[src/hdl/tkat_pkg.sv]
package tkat_pkg;

    localparam int TKAT_SLOTS_DEF = 32;
    localparam int RANK_W         = 6;
    localparam int KEY_W          = 32;
    localparam int VALUE_W        = 32;

    localparam logic [1:0] OP_INSERT = 2'd0;
    localparam logic [1:0] OP_DUMP   = 2'd1;
    localparam logic [1:0] OP_CLEAR  = 2'd2;

    typedef struct packed {
        logic [1:0]         op;
        logic [KEY_W-1:0]   key;
        logic [VALUE_W-1:0] amount;
    } cmd_word_t;

    typedef struct packed {
        logic [RANK_W-1:0]  rank;
        logic [KEY_W-1:0]   entry_key;
        logic [VALUE_W-1:0] entry_value;
        logic               occupied;
        logic               last_of_dump;
    } result_word_t;

    typedef struct packed {
        logic [KEY_W-1:0]   key;
        logic [VALUE_W-1:0] value;
    } entry_t;

endpackage

[src/hdl/tkat_mem.sv]
module tkat_mem #(
    parameter int SLOTS  = tkat_pkg::TKAT_SLOTS_DEF,
    parameter int ADDR_W = $clog2(SLOTS)
) (
    input  logic                clk,
    input  logic                wr_en,
    input  logic [ADDR_W-1:0]   wr_addr,
    input  tkat_pkg::entry_t    wr_data,
    input  logic [ADDR_W-1:0]   rd_addr,
    output tkat_pkg::entry_t    rd_data
);
    import tkat_pkg::*;

    entry_t mem [SLOTS];
    entry_t rd_data_reg;

    always_ff @(posedge clk)
    begin
        if (wr_en)
        begin
            mem[wr_addr] <= wr_data;
        end
    end

    always_ff @(posedge clk)
    begin
        rd_data_reg <= mem[rd_addr];
    end

    assign rd_data = rd_data_reg;

endmodule

[src/hdl/tkat_ctrl.sv]
module tkat_ctrl #(
    parameter int SLOTS  = tkat_pkg::TKAT_SLOTS_DEF,
    parameter int ADDR_W = $clog2(SLOTS),
    parameter int CNT_W  = $clog2(SLOTS + 1)
) (
    input  logic                   clk,
    input  logic                   rst_n,
    input  logic                   start,
    output logic                   busy,
    input  tkat_pkg::cmd_word_t    cmd,
    output logic                   result_strobe,
    output tkat_pkg::result_word_t result,
    output logic                   wr_en,
    output logic [ADDR_W-1:0]      wr_addr,
    output tkat_pkg::entry_t       wr_data,
    output logic [ADDR_W-1:0]      rd_addr,
    input  tkat_pkg::entry_t       rd_data
);
    import tkat_pkg::*;

    typedef enum logic [3:0] {
        S_IDLE,
        S_SCAN_RD,
        S_SCAN_CHK,
        S_NEW_DEC,
        S_SH_RD,
        S_SH_WR,
        S_ACC_RD,
        S_ACC_CHK,
        S_PUT,
        S_DUMP
    } state_t;

    typedef struct packed {
        logic [RANK_W-1:0] rank;
        logic              occupied;
        logic              last;
    } dump_tag_t;

    state_t               state_reg, state_next;
    logic [CNT_W-1:0]     idx_reg, idx_next;
    logic [CNT_W-1:0]     pos_reg, pos_next;
    logic                 pos_set_reg, pos_set_next;
    logic                 is_new_reg, is_new_next;
    logic [CNT_W-1:0]     count_reg, count_next;
    logic [KEY_W-1:0]     key_reg, key_next;
    logic [VALUE_W-1:0]   amt_reg, amt_next;
    logic                 strobe_reg, strobe_next;
    dump_tag_t            tag_reg, tag_next;

    logic [VALUE_W:0]     sum_wide;
    logic [VALUE_W-1:0]   sum_sat;
    logic [CNT_W-1:0]     idx_dec;
    logic [CNT_W-1:0]     pos_dec;

    assign sum_wide = {1'b0, rd_data.value} + {1'b0, amt_reg};
    assign sum_sat  = sum_wide[VALUE_W] ? {VALUE_W{1'b1}} : sum_wide[VALUE_W-1:0];
    assign idx_dec  = idx_reg - CNT_W'(1);
    assign pos_dec  = pos_reg - CNT_W'(1);

    always_comb
    begin
        state_next   = state_reg;
        idx_next     = idx_reg;
        pos_next     = pos_reg;
        pos_set_next = pos_set_reg;
        is_new_next  = is_new_reg;
        count_next   = count_reg;
        key_next     = key_reg;
        amt_next     = amt_reg;
        strobe_next  = 1'b0;
        tag_next     = tag_reg;
        wr_en        = 1'b0;
        wr_addr      = pos_reg[ADDR_W-1:0];
        wr_data      = rd_data;
        rd_addr      = idx_reg[ADDR_W-1:0];

        unique case (state_reg)
            S_IDLE:
            begin
                if (start)
                begin
                    idx_next     = '0;
                    pos_set_next = 1'b0;
                    key_next     = cmd.key;
                    amt_next     = cmd.amount;
                    priority if (cmd.op == OP_INSERT)
                    begin
                        state_next = (count_reg == '0) ? S_NEW_DEC : S_SCAN_RD;
                    end
                    else if (cmd.op == OP_DUMP)
                    begin
                        state_next = S_DUMP;
                    end
                    else if (cmd.op == OP_CLEAR)
                    begin
                        count_next = '0;
                    end
                    else
                    begin
                        // unused op code: drop the word
                    end
                end
            end
            S_SCAN_RD:
            begin
                state_next = S_SCAN_CHK;
            end
            S_SCAN_CHK:
            begin
                if (rd_data.key == key_reg)
                begin
                    // hit: add, then bubble the entry up
                    amt_next    = sum_sat;
                    pos_next    = idx_reg;
                    is_new_next = 1'b0;
                    state_next  = S_ACC_RD;
                end
                else
                begin
                    if (!pos_set_reg && (rd_data.value < amt_reg))
                    begin
                        pos_next     = idx_reg;
                        pos_set_next = 1'b1;
                    end
                    if (idx_reg == count_reg - CNT_W'(1))
                    begin
                        state_next = S_NEW_DEC;
                    end
                    else
                    begin
                        idx_next   = idx_reg + CNT_W'(1);
                        state_next = S_SCAN_RD;
                    end
                end
            end
            S_NEW_DEC:
            begin
                is_new_next = 1'b1;
                if (!pos_set_reg && (count_reg == CNT_W'(SLOTS)))
                begin
                    // ranks below every entry of a full table: drop
                    state_next = S_IDLE;
                end
                else
                begin
                    if (!pos_set_reg)
                    begin
                        pos_next = count_reg;
                    end
                    idx_next   = (count_reg == CNT_W'(SLOTS)) ? CNT_W'(SLOTS - 1) : count_reg;
                    state_next = S_SH_RD;
                end
            end
            S_SH_RD:
            begin
                rd_addr = idx_dec[ADDR_W-1:0];
                if (idx_reg > pos_reg)
                begin
                    state_next = S_SH_WR;
                end
                else
                begin
                    state_next = S_PUT;
                end
            end
            S_SH_WR:
            begin
                wr_en      = 1'b1;
                wr_addr    = idx_reg[ADDR_W-1:0];
                wr_data    = rd_data;
                idx_next   = idx_dec;
                state_next = S_SH_RD;
            end
            S_ACC_RD:
            begin
                rd_addr = pos_dec[ADDR_W-1:0];
                state_next = (pos_reg == '0) ? S_PUT : S_ACC_CHK;
            end
            S_ACC_CHK:
            begin
                if (amt_reg > rd_data.value)
                begin
                    // move the smaller neighbor down one slot
                    wr_en      = 1'b1;
                    wr_addr    = pos_reg[ADDR_W-1:0];
                    wr_data    = rd_data;
                    pos_next   = pos_dec;
                    state_next = S_ACC_RD;
                end
                else
                begin
                    state_next = S_PUT;
                end
            end
            S_PUT:
            begin
                wr_en         = 1'b1;
                wr_addr       = pos_reg[ADDR_W-1:0];
                wr_data.key   = key_reg;
                wr_data.value = amt_reg;
                if (is_new_reg && (count_reg != CNT_W'(SLOTS)))
                begin
                    count_next = count_reg + CNT_W'(1);
                end
                state_next = S_IDLE;
            end
            S_DUMP:
            begin
                strobe_next       = 1'b1;
                tag_next.rank     = RANK_W'(idx_reg);
                tag_next.occupied = idx_reg < count_reg;
                tag_next.last     = idx_reg == CNT_W'(SLOTS - 1);
                if (idx_reg == CNT_W'(SLOTS - 1))
                begin
                    state_next = S_IDLE;
                end
                else
                begin
                    idx_next = idx_reg + CNT_W'(1);
                end
            end
            default:
            begin
                state_next = S_IDLE;
            end
        endcase
    end

    always_ff @(posedge clk or negedge rst_n)
    begin
        if (!rst_n)
        begin
            state_reg   <= S_IDLE;
            count_reg   <= '0;
            strobe_reg  <= 1'b0;
            pos_set_reg <= 1'b0;
            is_new_reg  <= 1'b0;
        end
        else
        begin
            state_reg   <= state_next;
            count_reg   <= count_next;
            strobe_reg  <= strobe_next;
            pos_set_reg <= pos_set_next;
            is_new_reg  <= is_new_next;
        end
    end

    always_ff @(posedge clk)
    begin
        idx_reg <= idx_next;
        pos_reg <= pos_next;
        key_reg <= key_next;
        amt_reg <= amt_next;
        tag_reg <= tag_next;
    end

    assign busy                 = state_reg != S_IDLE;
    assign result_strobe        = strobe_reg;
    assign result.rank          = tag_reg.rank;
    assign result.entry_key     = tag_reg.occupied ? rd_data.key : '0;
    assign result.entry_value   = tag_reg.occupied ? rd_data.value : '0;
    assign result.occupied      = tag_reg.occupied;
    assign result.last_of_dump  = tag_reg.last;

endmodule

[src/hdl/top_k_accumulating_table_top.sv]
// Insert: each occupied slot scanned takes a read and a check state, each slot
//   moved a read and a write state, then a put state writes the entry.
// Dump: one word per cycle, TABLE_SLOTS words. Clear: zeroes the entry count.
// One command at a time; start is taken only while busy is low.
// Reset clears control state and the entry count; table contents stay stale and
//   are masked by the count. The receiver cannot stall result words.
module top_k_accumulating_table_top #(
    parameter int TABLE_SLOTS = tkat_pkg::TKAT_SLOTS_DEF
) (
    input  logic                   clk,
    input  logic                   rst_n,
    input  logic                   start,
    output logic                   busy,
    input  tkat_pkg::cmd_word_t    cmd,
    output logic                   result_strobe,
    output tkat_pkg::result_word_t result
);
    import tkat_pkg::*;

    localparam int ADDR_W = $clog2(TABLE_SLOTS);
    localparam int CNT_W  = $clog2(TABLE_SLOTS + 1);

    // Table port traffic between the sequencer and the entry store
    logic              wr_en;
    logic [ADDR_W-1:0] wr_addr;
    entry_t            wr_data;
    logic [ADDR_W-1:0] rd_addr;
    entry_t            rd_data;

    // Sequencer: scan for the key, then bubble a hit up or shift room for a new
    // key; drive out one slot per cycle on a dump
    tkat_ctrl #(
        .SLOTS  (TABLE_SLOTS),
        .ADDR_W (ADDR_W),
        .CNT_W  (CNT_W)
    ) u_ctrl (
        .clk           (clk),
        .rst_n         (rst_n),
        .start         (start),
        .busy          (busy),
        .cmd           (cmd),
        .result_strobe (result_strobe),
        .result        (result),
        .wr_en         (wr_en),
        .wr_addr       (wr_addr),
        .wr_data       (wr_data),
        .rd_addr       (rd_addr),
        .rd_data       (rd_data)
    );

    // Entry store: {key, value} per slot in rank order, registered read
    tkat_mem #(
        .SLOTS  (TABLE_SLOTS),
        .ADDR_W (ADDR_W)
    ) u_mem (
        .clk     (clk),
        .wr_en   (wr_en),
        .wr_addr (wr_addr),
        .wr_data (wr_data),
        .rd_addr (rd_addr),
        .rd_data (rd_data)
    );

endmodule

[config.mk]
export PLATFORM = sky130hd
export DESIGN_NAME = top_k_accumulating_table_top
export DESIGN_NICKNAME = d
export VERILOG_FILES = /design/src/hdl/tkat_pkg.sv /design/src/hdl/tkat_mem.sv /design/src/hdl/tkat_ctrl.sv /design/src/hdl/top_k_accumulating_table_top.sv
export SDC_FILE = /design/constraint.sdc
export NUM_CORES = 2
export LEC_CHECK = 0
export BUFFER_PORTS_ARGS = -buffer_cell sky130_fd_sc_hd__buf_4
export CAP_MARGIN = 0
export CELL_PAD_IN_SITES_DETAIL_PLACEMENT = 0
export CELL_PAD_IN_SITES_GLOBAL_PLACEMENT = 2
export CORE_MARGIN = 4
export CORE_UTILIZATION = 40
export DETAILED_ROUTE_END_ITERATION = 6
export PLACE_DENSITY_LB_ADDON = 0.1
export SYNTH_ARGS = -nofsm -noshare
export SYNTH_HDL_FRONTEND = slang
export SYNTH_SLANG_ARGS = --single-unit
[constraint.sdc]
create_clock -name clk -period 7.3 [get_ports clk]
set_input_delay 0.73 -clock clk [delete_from_list [all_inputs] [get_ports clk]]
set_output_delay 0.73 -clock clk [all_outputs]
set_load 0.02 [all_outputs]
# After elaboration in Yosys (flattened, before gate mapping)
# Memory sizes are Yosys's and may differ from the RTL's. A register that Yosys moved wholly into a read port is not among the register bits.
# Cells that the tools add are included.
[op_classes] addsub=6 n_lt_le_gt_ge=4 eq_ne=32 n_mux=51 reduce_logical=23
[ops] op="$mux 32" n=5
[ops] op="$mux 6" n=16
[ops] op="$mux 64" n=1
[ops] op="$pmux 32 s2" n=1
[ops] op="$pmux 4 s9" n=1
[ops] op="$add 32x32->33" n=1
[ops] op="$eq 32x32->1" n=1
[ops] op="$gt 32x32->1" n=1
[ops] op="$lt 32x32->1" n=1
[ops] op="$mux 4" n=8
[ops] op="$pmux 6 s5" n=1
[ops] op="$pmux 6 s3" n=1
[ops] op="$sub 6x1->6 const B" n=3
[ops] op="$eq 4x3->1 const B" n=4
[ops] op="$ne 2x2->1 const B" n=8
[ops] op="$add 6x1->6 const B" n=2
[ops] op="$logic_not 6->1" n=2
[ops] op="$ne 2x1->1 const B" n=6
[ops] op="$pmux 6 s2" n=1
[ops] op="$reduce_and 6->1" n=2
[ops] op="$pmux 5 s2" n=1
[ops] op="$eq 4x2->1 const B" n=2
[ops] op="$eq 4x4->1 const B" n=2
[ops] op="$mux 1" n=8
[ops] op="other kinds (27)" n=37
[totals] ff_bits=97 ram_bits=2048 in_bits=69 output_inout_bits=74 word_cells=129 mem_count=1
[mem_list] name="u_mem.mem" depth=32 width=64 rd=1 rd_ports_with_merged_regs=1 wr=1 line_no="tkat_mem.sv:14" text="entry_t mem [SLOTS];"

# Logic depth before layout (Yosys ltp)
[logic_depth] word_depth=6 ltp_mapped=14

# Cells and area by module
# Synthesis repeated with hierarchy kept, for this count alone.
[hier_totals] cells_unflattened=4212 area_unflattened_um2=87844.2
[modules_own_cells] module="tkat_mem" n_inst=1 cells_each=3097 area_per_inst_um2=78972.0
[modules_own_cells] module="tkat_ctrl" n_inst=1 cells_each=1115 area_per_inst_um2=8872.3

# Least setup slack after synthesis
# No wires, ideal clock.
[synth_timing] path_type="register to register" from="register u_ctrl.amt_reg[1]" to="memory u_mem.mem[24][0] (netlist bit), enable pin" setup_ns=0.565 t_arrival_ns=6.618 setup_slack_ns=0.117 path_stages_with_launch=13 path_buffers=1 period_less_slack_ns=7.183 cell_sequence="edfxtp_1 inv_1 ha_1 nor2b_1 o21a_1 o21a_1 o21ai_0 a21oi_1 o311a_1 nor2_1 a211oi_1 buf_2 nor3_1"
[synth_via] elab_chain_cells=5
[synth_rtl] item="start: declaration" line_no="tkat_ctrl.sv:47" text="logic [VALUE_W-1:0] amt_reg, amt_next;"
[synth_rtl] item="start signal: assignment" line_no="tkat_ctrl.sv:255" text="amt_reg <= amt_next;"
[synth_rtl] item="$gt 32x32->1" line_no="tkat_ctrl.sv:182" text="if (amt_reg > rd_data.value)"
[synth_rtl] item="$mux 1" line_no="tkat_ctrl.sv:182"
[synth_rtl] item="$pmux 1 s2" line_no="tkat_ctrl.sv:78" text="unique case (state_reg)"
[synth_rtl] item="$mux 1" line_no="tkat_mem.sv:19" text="if (wr_en)"
[synth_rtl] item="$mux 1 (implied by the code)" line_no="tkat_mem.sv:21" text="mem[wr_addr] <= wr_data;"
[synth_rtl] item="end: declaration" line_no="tkat_mem.sv:14"
# No other way between the ends.

# Worst setup path in the final report
[layout_timing] from="register u_ctrl.amt_reg[1]" to="memory u_mem.mem[25][21] (netlist bit), enable pin"
# The elaborated chain is that of the path after synthesis.

==> flow_metrics.tcl <==
set metrics [dict create \
    cts_buffers 231 \
    cpPeakStageDelay_ps 870 \
    start_util 0.403 \
    largest_reg_flops 2048 \
    ioPinCount 143 \
    synth_seq_cells 2209 \
    dpl_cell_area_um2 94200 \
    synth_ff_type "edfxtp_1" \
    critPathBufInv 4 \
    cts_sinks 2209 \
    rows 172 \
    leakage_uw 0.0338 \
    globalplace.congestion 0.762 \
    syn_inst 4555 \
    drt_pre_antenna_iters 7 \
    fin_cells 8033 \
    ant_nets 0 \
    grt_start_max_net_pins 96 \
    layout.cells.most_common "edfxtp_1" \
    grt_pass1_wl_um 350000 \
    mostFrequentLayoutCells "edfxtp_1, mux4_2, nand2_1, mux2i_1, buf_4" \
    viasPerCell 5.51 \
    skew_ps 36.1 \
    yosysWarnings 0 \
    max_cap_viol_count 0 \
    synth_mux_area_frac 0.165 \
    rsz0062_at_grt "no" \
    hold_ws_ps 122 \
    stdcell_area_um2 102000 \
    cp_slowest_cell "buf_4" \
    synth_edf_count 2132 \
    finalCritPeriodShare 0.673 \
    post-cts-setup-buffers 0 \
    ys_types 69 \
    cts_tree "yes" \
    nNetsFinal 5032 \
    antenna_found_initial 24 \
    end_kind "register" \
    synthAdderAreaFrac 0.0118 \
    area.growth.synth_to_final_pct 14.7 \
    postSynth.asyncResetShare 0.00589 \
    synthXorXnorAreaFrac 0.00789 \
    drc 0 \
    drive_gt1_frac 0.252 \
    synth_top_family_by_area "multiplexers" \
    relSlewSlack 0.126 \
    p_per_area_nw_per_um2 467 \
    ctsHtreeMaxLevel 4 \
    setup_viol 0 \
    chipWidth_um 479 \
    globalRouteTotalUtil 0.214 \
    port_buffers 142 \
    placed_cells 7573 \
    drt_iter0_markers 4281 \
    status "complete, no violations" \
    via_count 44300 \
    synth_compound_area_frac 0.0260 \
    drt-total-wl_um 246000 \
    insertion_delay_ps 860 \
    hold_path.class "in -> reg" \
    postCtsResizedCells 0 \
    cp.arrival_ps 5370 \
    worstPathMaxFanout 45 \
    yosysSeqAreaShare 0.739 \
    die_y_um 479 \
    worst_pin_slew_ps 1310 \
    setup_tns_ps 0 \
    min_period_ps 4920 \
    path_cells "inv_1 > ha_1 > nor2b_1 > o21a_1 > o21a_1 > o21ai_0 > a21oi_1 > o311a_1 > nor2_1 > a211oi_4 > buf_4 > nor3_2 > buf_4 > buf_4" \
    grt_overflow 0 \
    netlist_area_um2 88800 \
    fill_cells 18800 \
    path_delay_family "buffers and inverters" \
    wl_per_cell_um 30.6 \
    clkTransAtPathRegs_ps 60 \
    drv_slew 0 \
    crit_path_frequent_cell "buf_4" \
    yosys.area_share.simple 0.0337 \
    path_class "reg -> reg" \
    avgSynthCellArea_um2 19.5 \
    cts_buffer_depth 3 \
    hold_viol_final 0 \
    critPathRequiredTime_ps 7750 \
    ctsRootBufferMaster "clkbuf_16" \
    fmax_ghz 0.203 \
    startpoint_type "register" \
    fp.dieArea_um2 230000 \
    irDropWorstVdd_v 0.000447 \
    core-area_um2 220000 \
    syn_nets 4707 \
    grt_pass1_vias 45800 \
    cts_hold_buf 32 \
    post-dp-hpwl_um 140000 \
    total_power_uw 47600 \
]
kinds of logic after synthesis:
kind of cell | after synthesis
flip-flops | 2209
multiplexers | 851
buffers and inverters | 310
AND/OR/NAND/NOR | 659
adder cells (fa/ha/maj) | 83
AO/OA/AOI/OAI | 363
XOR/XNOR | 80
metrics by stage:
step | worst slack, ps | util
2_1_floorplan | 117 | -
4_1_cts | 2340 | 0.462
6_report | 2380 | 0.462
3_3_place_gp | 2430 | 0.428
3_5_place_dp | 2390 | 0.428
5_1_grt | 2030 | 0.462
worst register-to-register path: stages (launching register included):
cell	delay (ps)
edfxtp_1	400
inv_1	190
ha_1	270
nor2b_1	130
o21a_1	160
o21a_1	170
o21ai_0	200
a21oi_1	120
o311a_1	360
nor2_1	440
a211oi_4	300
buf_4	270
nor3_2	140
buf_4	420
buf_4	870
cells in the mapped netlist, drive strengths merged (39+ instances only):
| library cell | number | share of area |
|---|---|---|
| nor2 | 109 | 0.0046 |
| nor3 | 58 | 0.0034 |
| ha | 82 | 0.012 |
| edfxtp | 2132 | 0.72 |
| clkbuf | 122 | 0.0052 |
| and2 | 73 | 0.0051 |
| buf | 112 | 0.0082 |
| mux2 | 75 | 0.0095 |
| xor2 | 42 | 0.0041 |
| nand2 | 307 | 0.013 |
| inv | 76 | 0.0032 |
| mux4 | 486 | 0.12 |
| o21ai | 96 | 0.0055 |
| mux2i | 290 | 0.033 |
| o211ai | 39 | 0.0033 |
| a21oi | 97 | 0.0055 |
| dfxtp | 64 | 0.014 |
worst paths after layout:
path	startpoint	endpoint	slack (ps)	depth (start not counted)
hold / removal	cmd[53]	u_ctrl.key_reg[21]	120	1
min in group asynchronous	rst_n	u_ctrl.state_reg[2]	280	2
max in group asynchronous	rst_n	u_ctrl.count_reg[3]	6820	2
setup / recovery	u_ctrl.amt_reg[1]	u_mem.mem[25][21]	2380	14
hold reg to reg	u_ctrl.is_new_reg	u_ctrl.is_new_reg	490	2
setup reg to reg	u_ctrl.amt_reg[1]	u_mem.mem[25][21]	2380	14
routing by layer:
layer,global-route usage,share of wire,wire [um],up-vias
met5,0,0,0,-
met4,0.0434,0.016,3930,0
met3,0.0337,0.052,12800,251
met2,0.343,0.48,117000,1187
met1,0.312,0.46,112000,23800
li1,-,-,-,19100
cell type report:
cell class	instances	area, um2	share of cell area
clock inverter	131	1120	0.0110
timing repair buffer	326	2740	0.0269
sequential	2209	65600	0.644
antenna	3	7.51	0.0000737
clock buffer	294	6230	0.0612
inverter	76	285	0.00280
multi-input combinational	2036	22200	0.218
tap	2958	3700	0.0363
report_power, final:
part           internal [uW]  total, uW  switching (uW)
Clock                   6590      11500            4880
Combinational           6750      18300           11500
Sequential             17300      17800             549
Note: power is estimated with default switching activity, not from simulation.
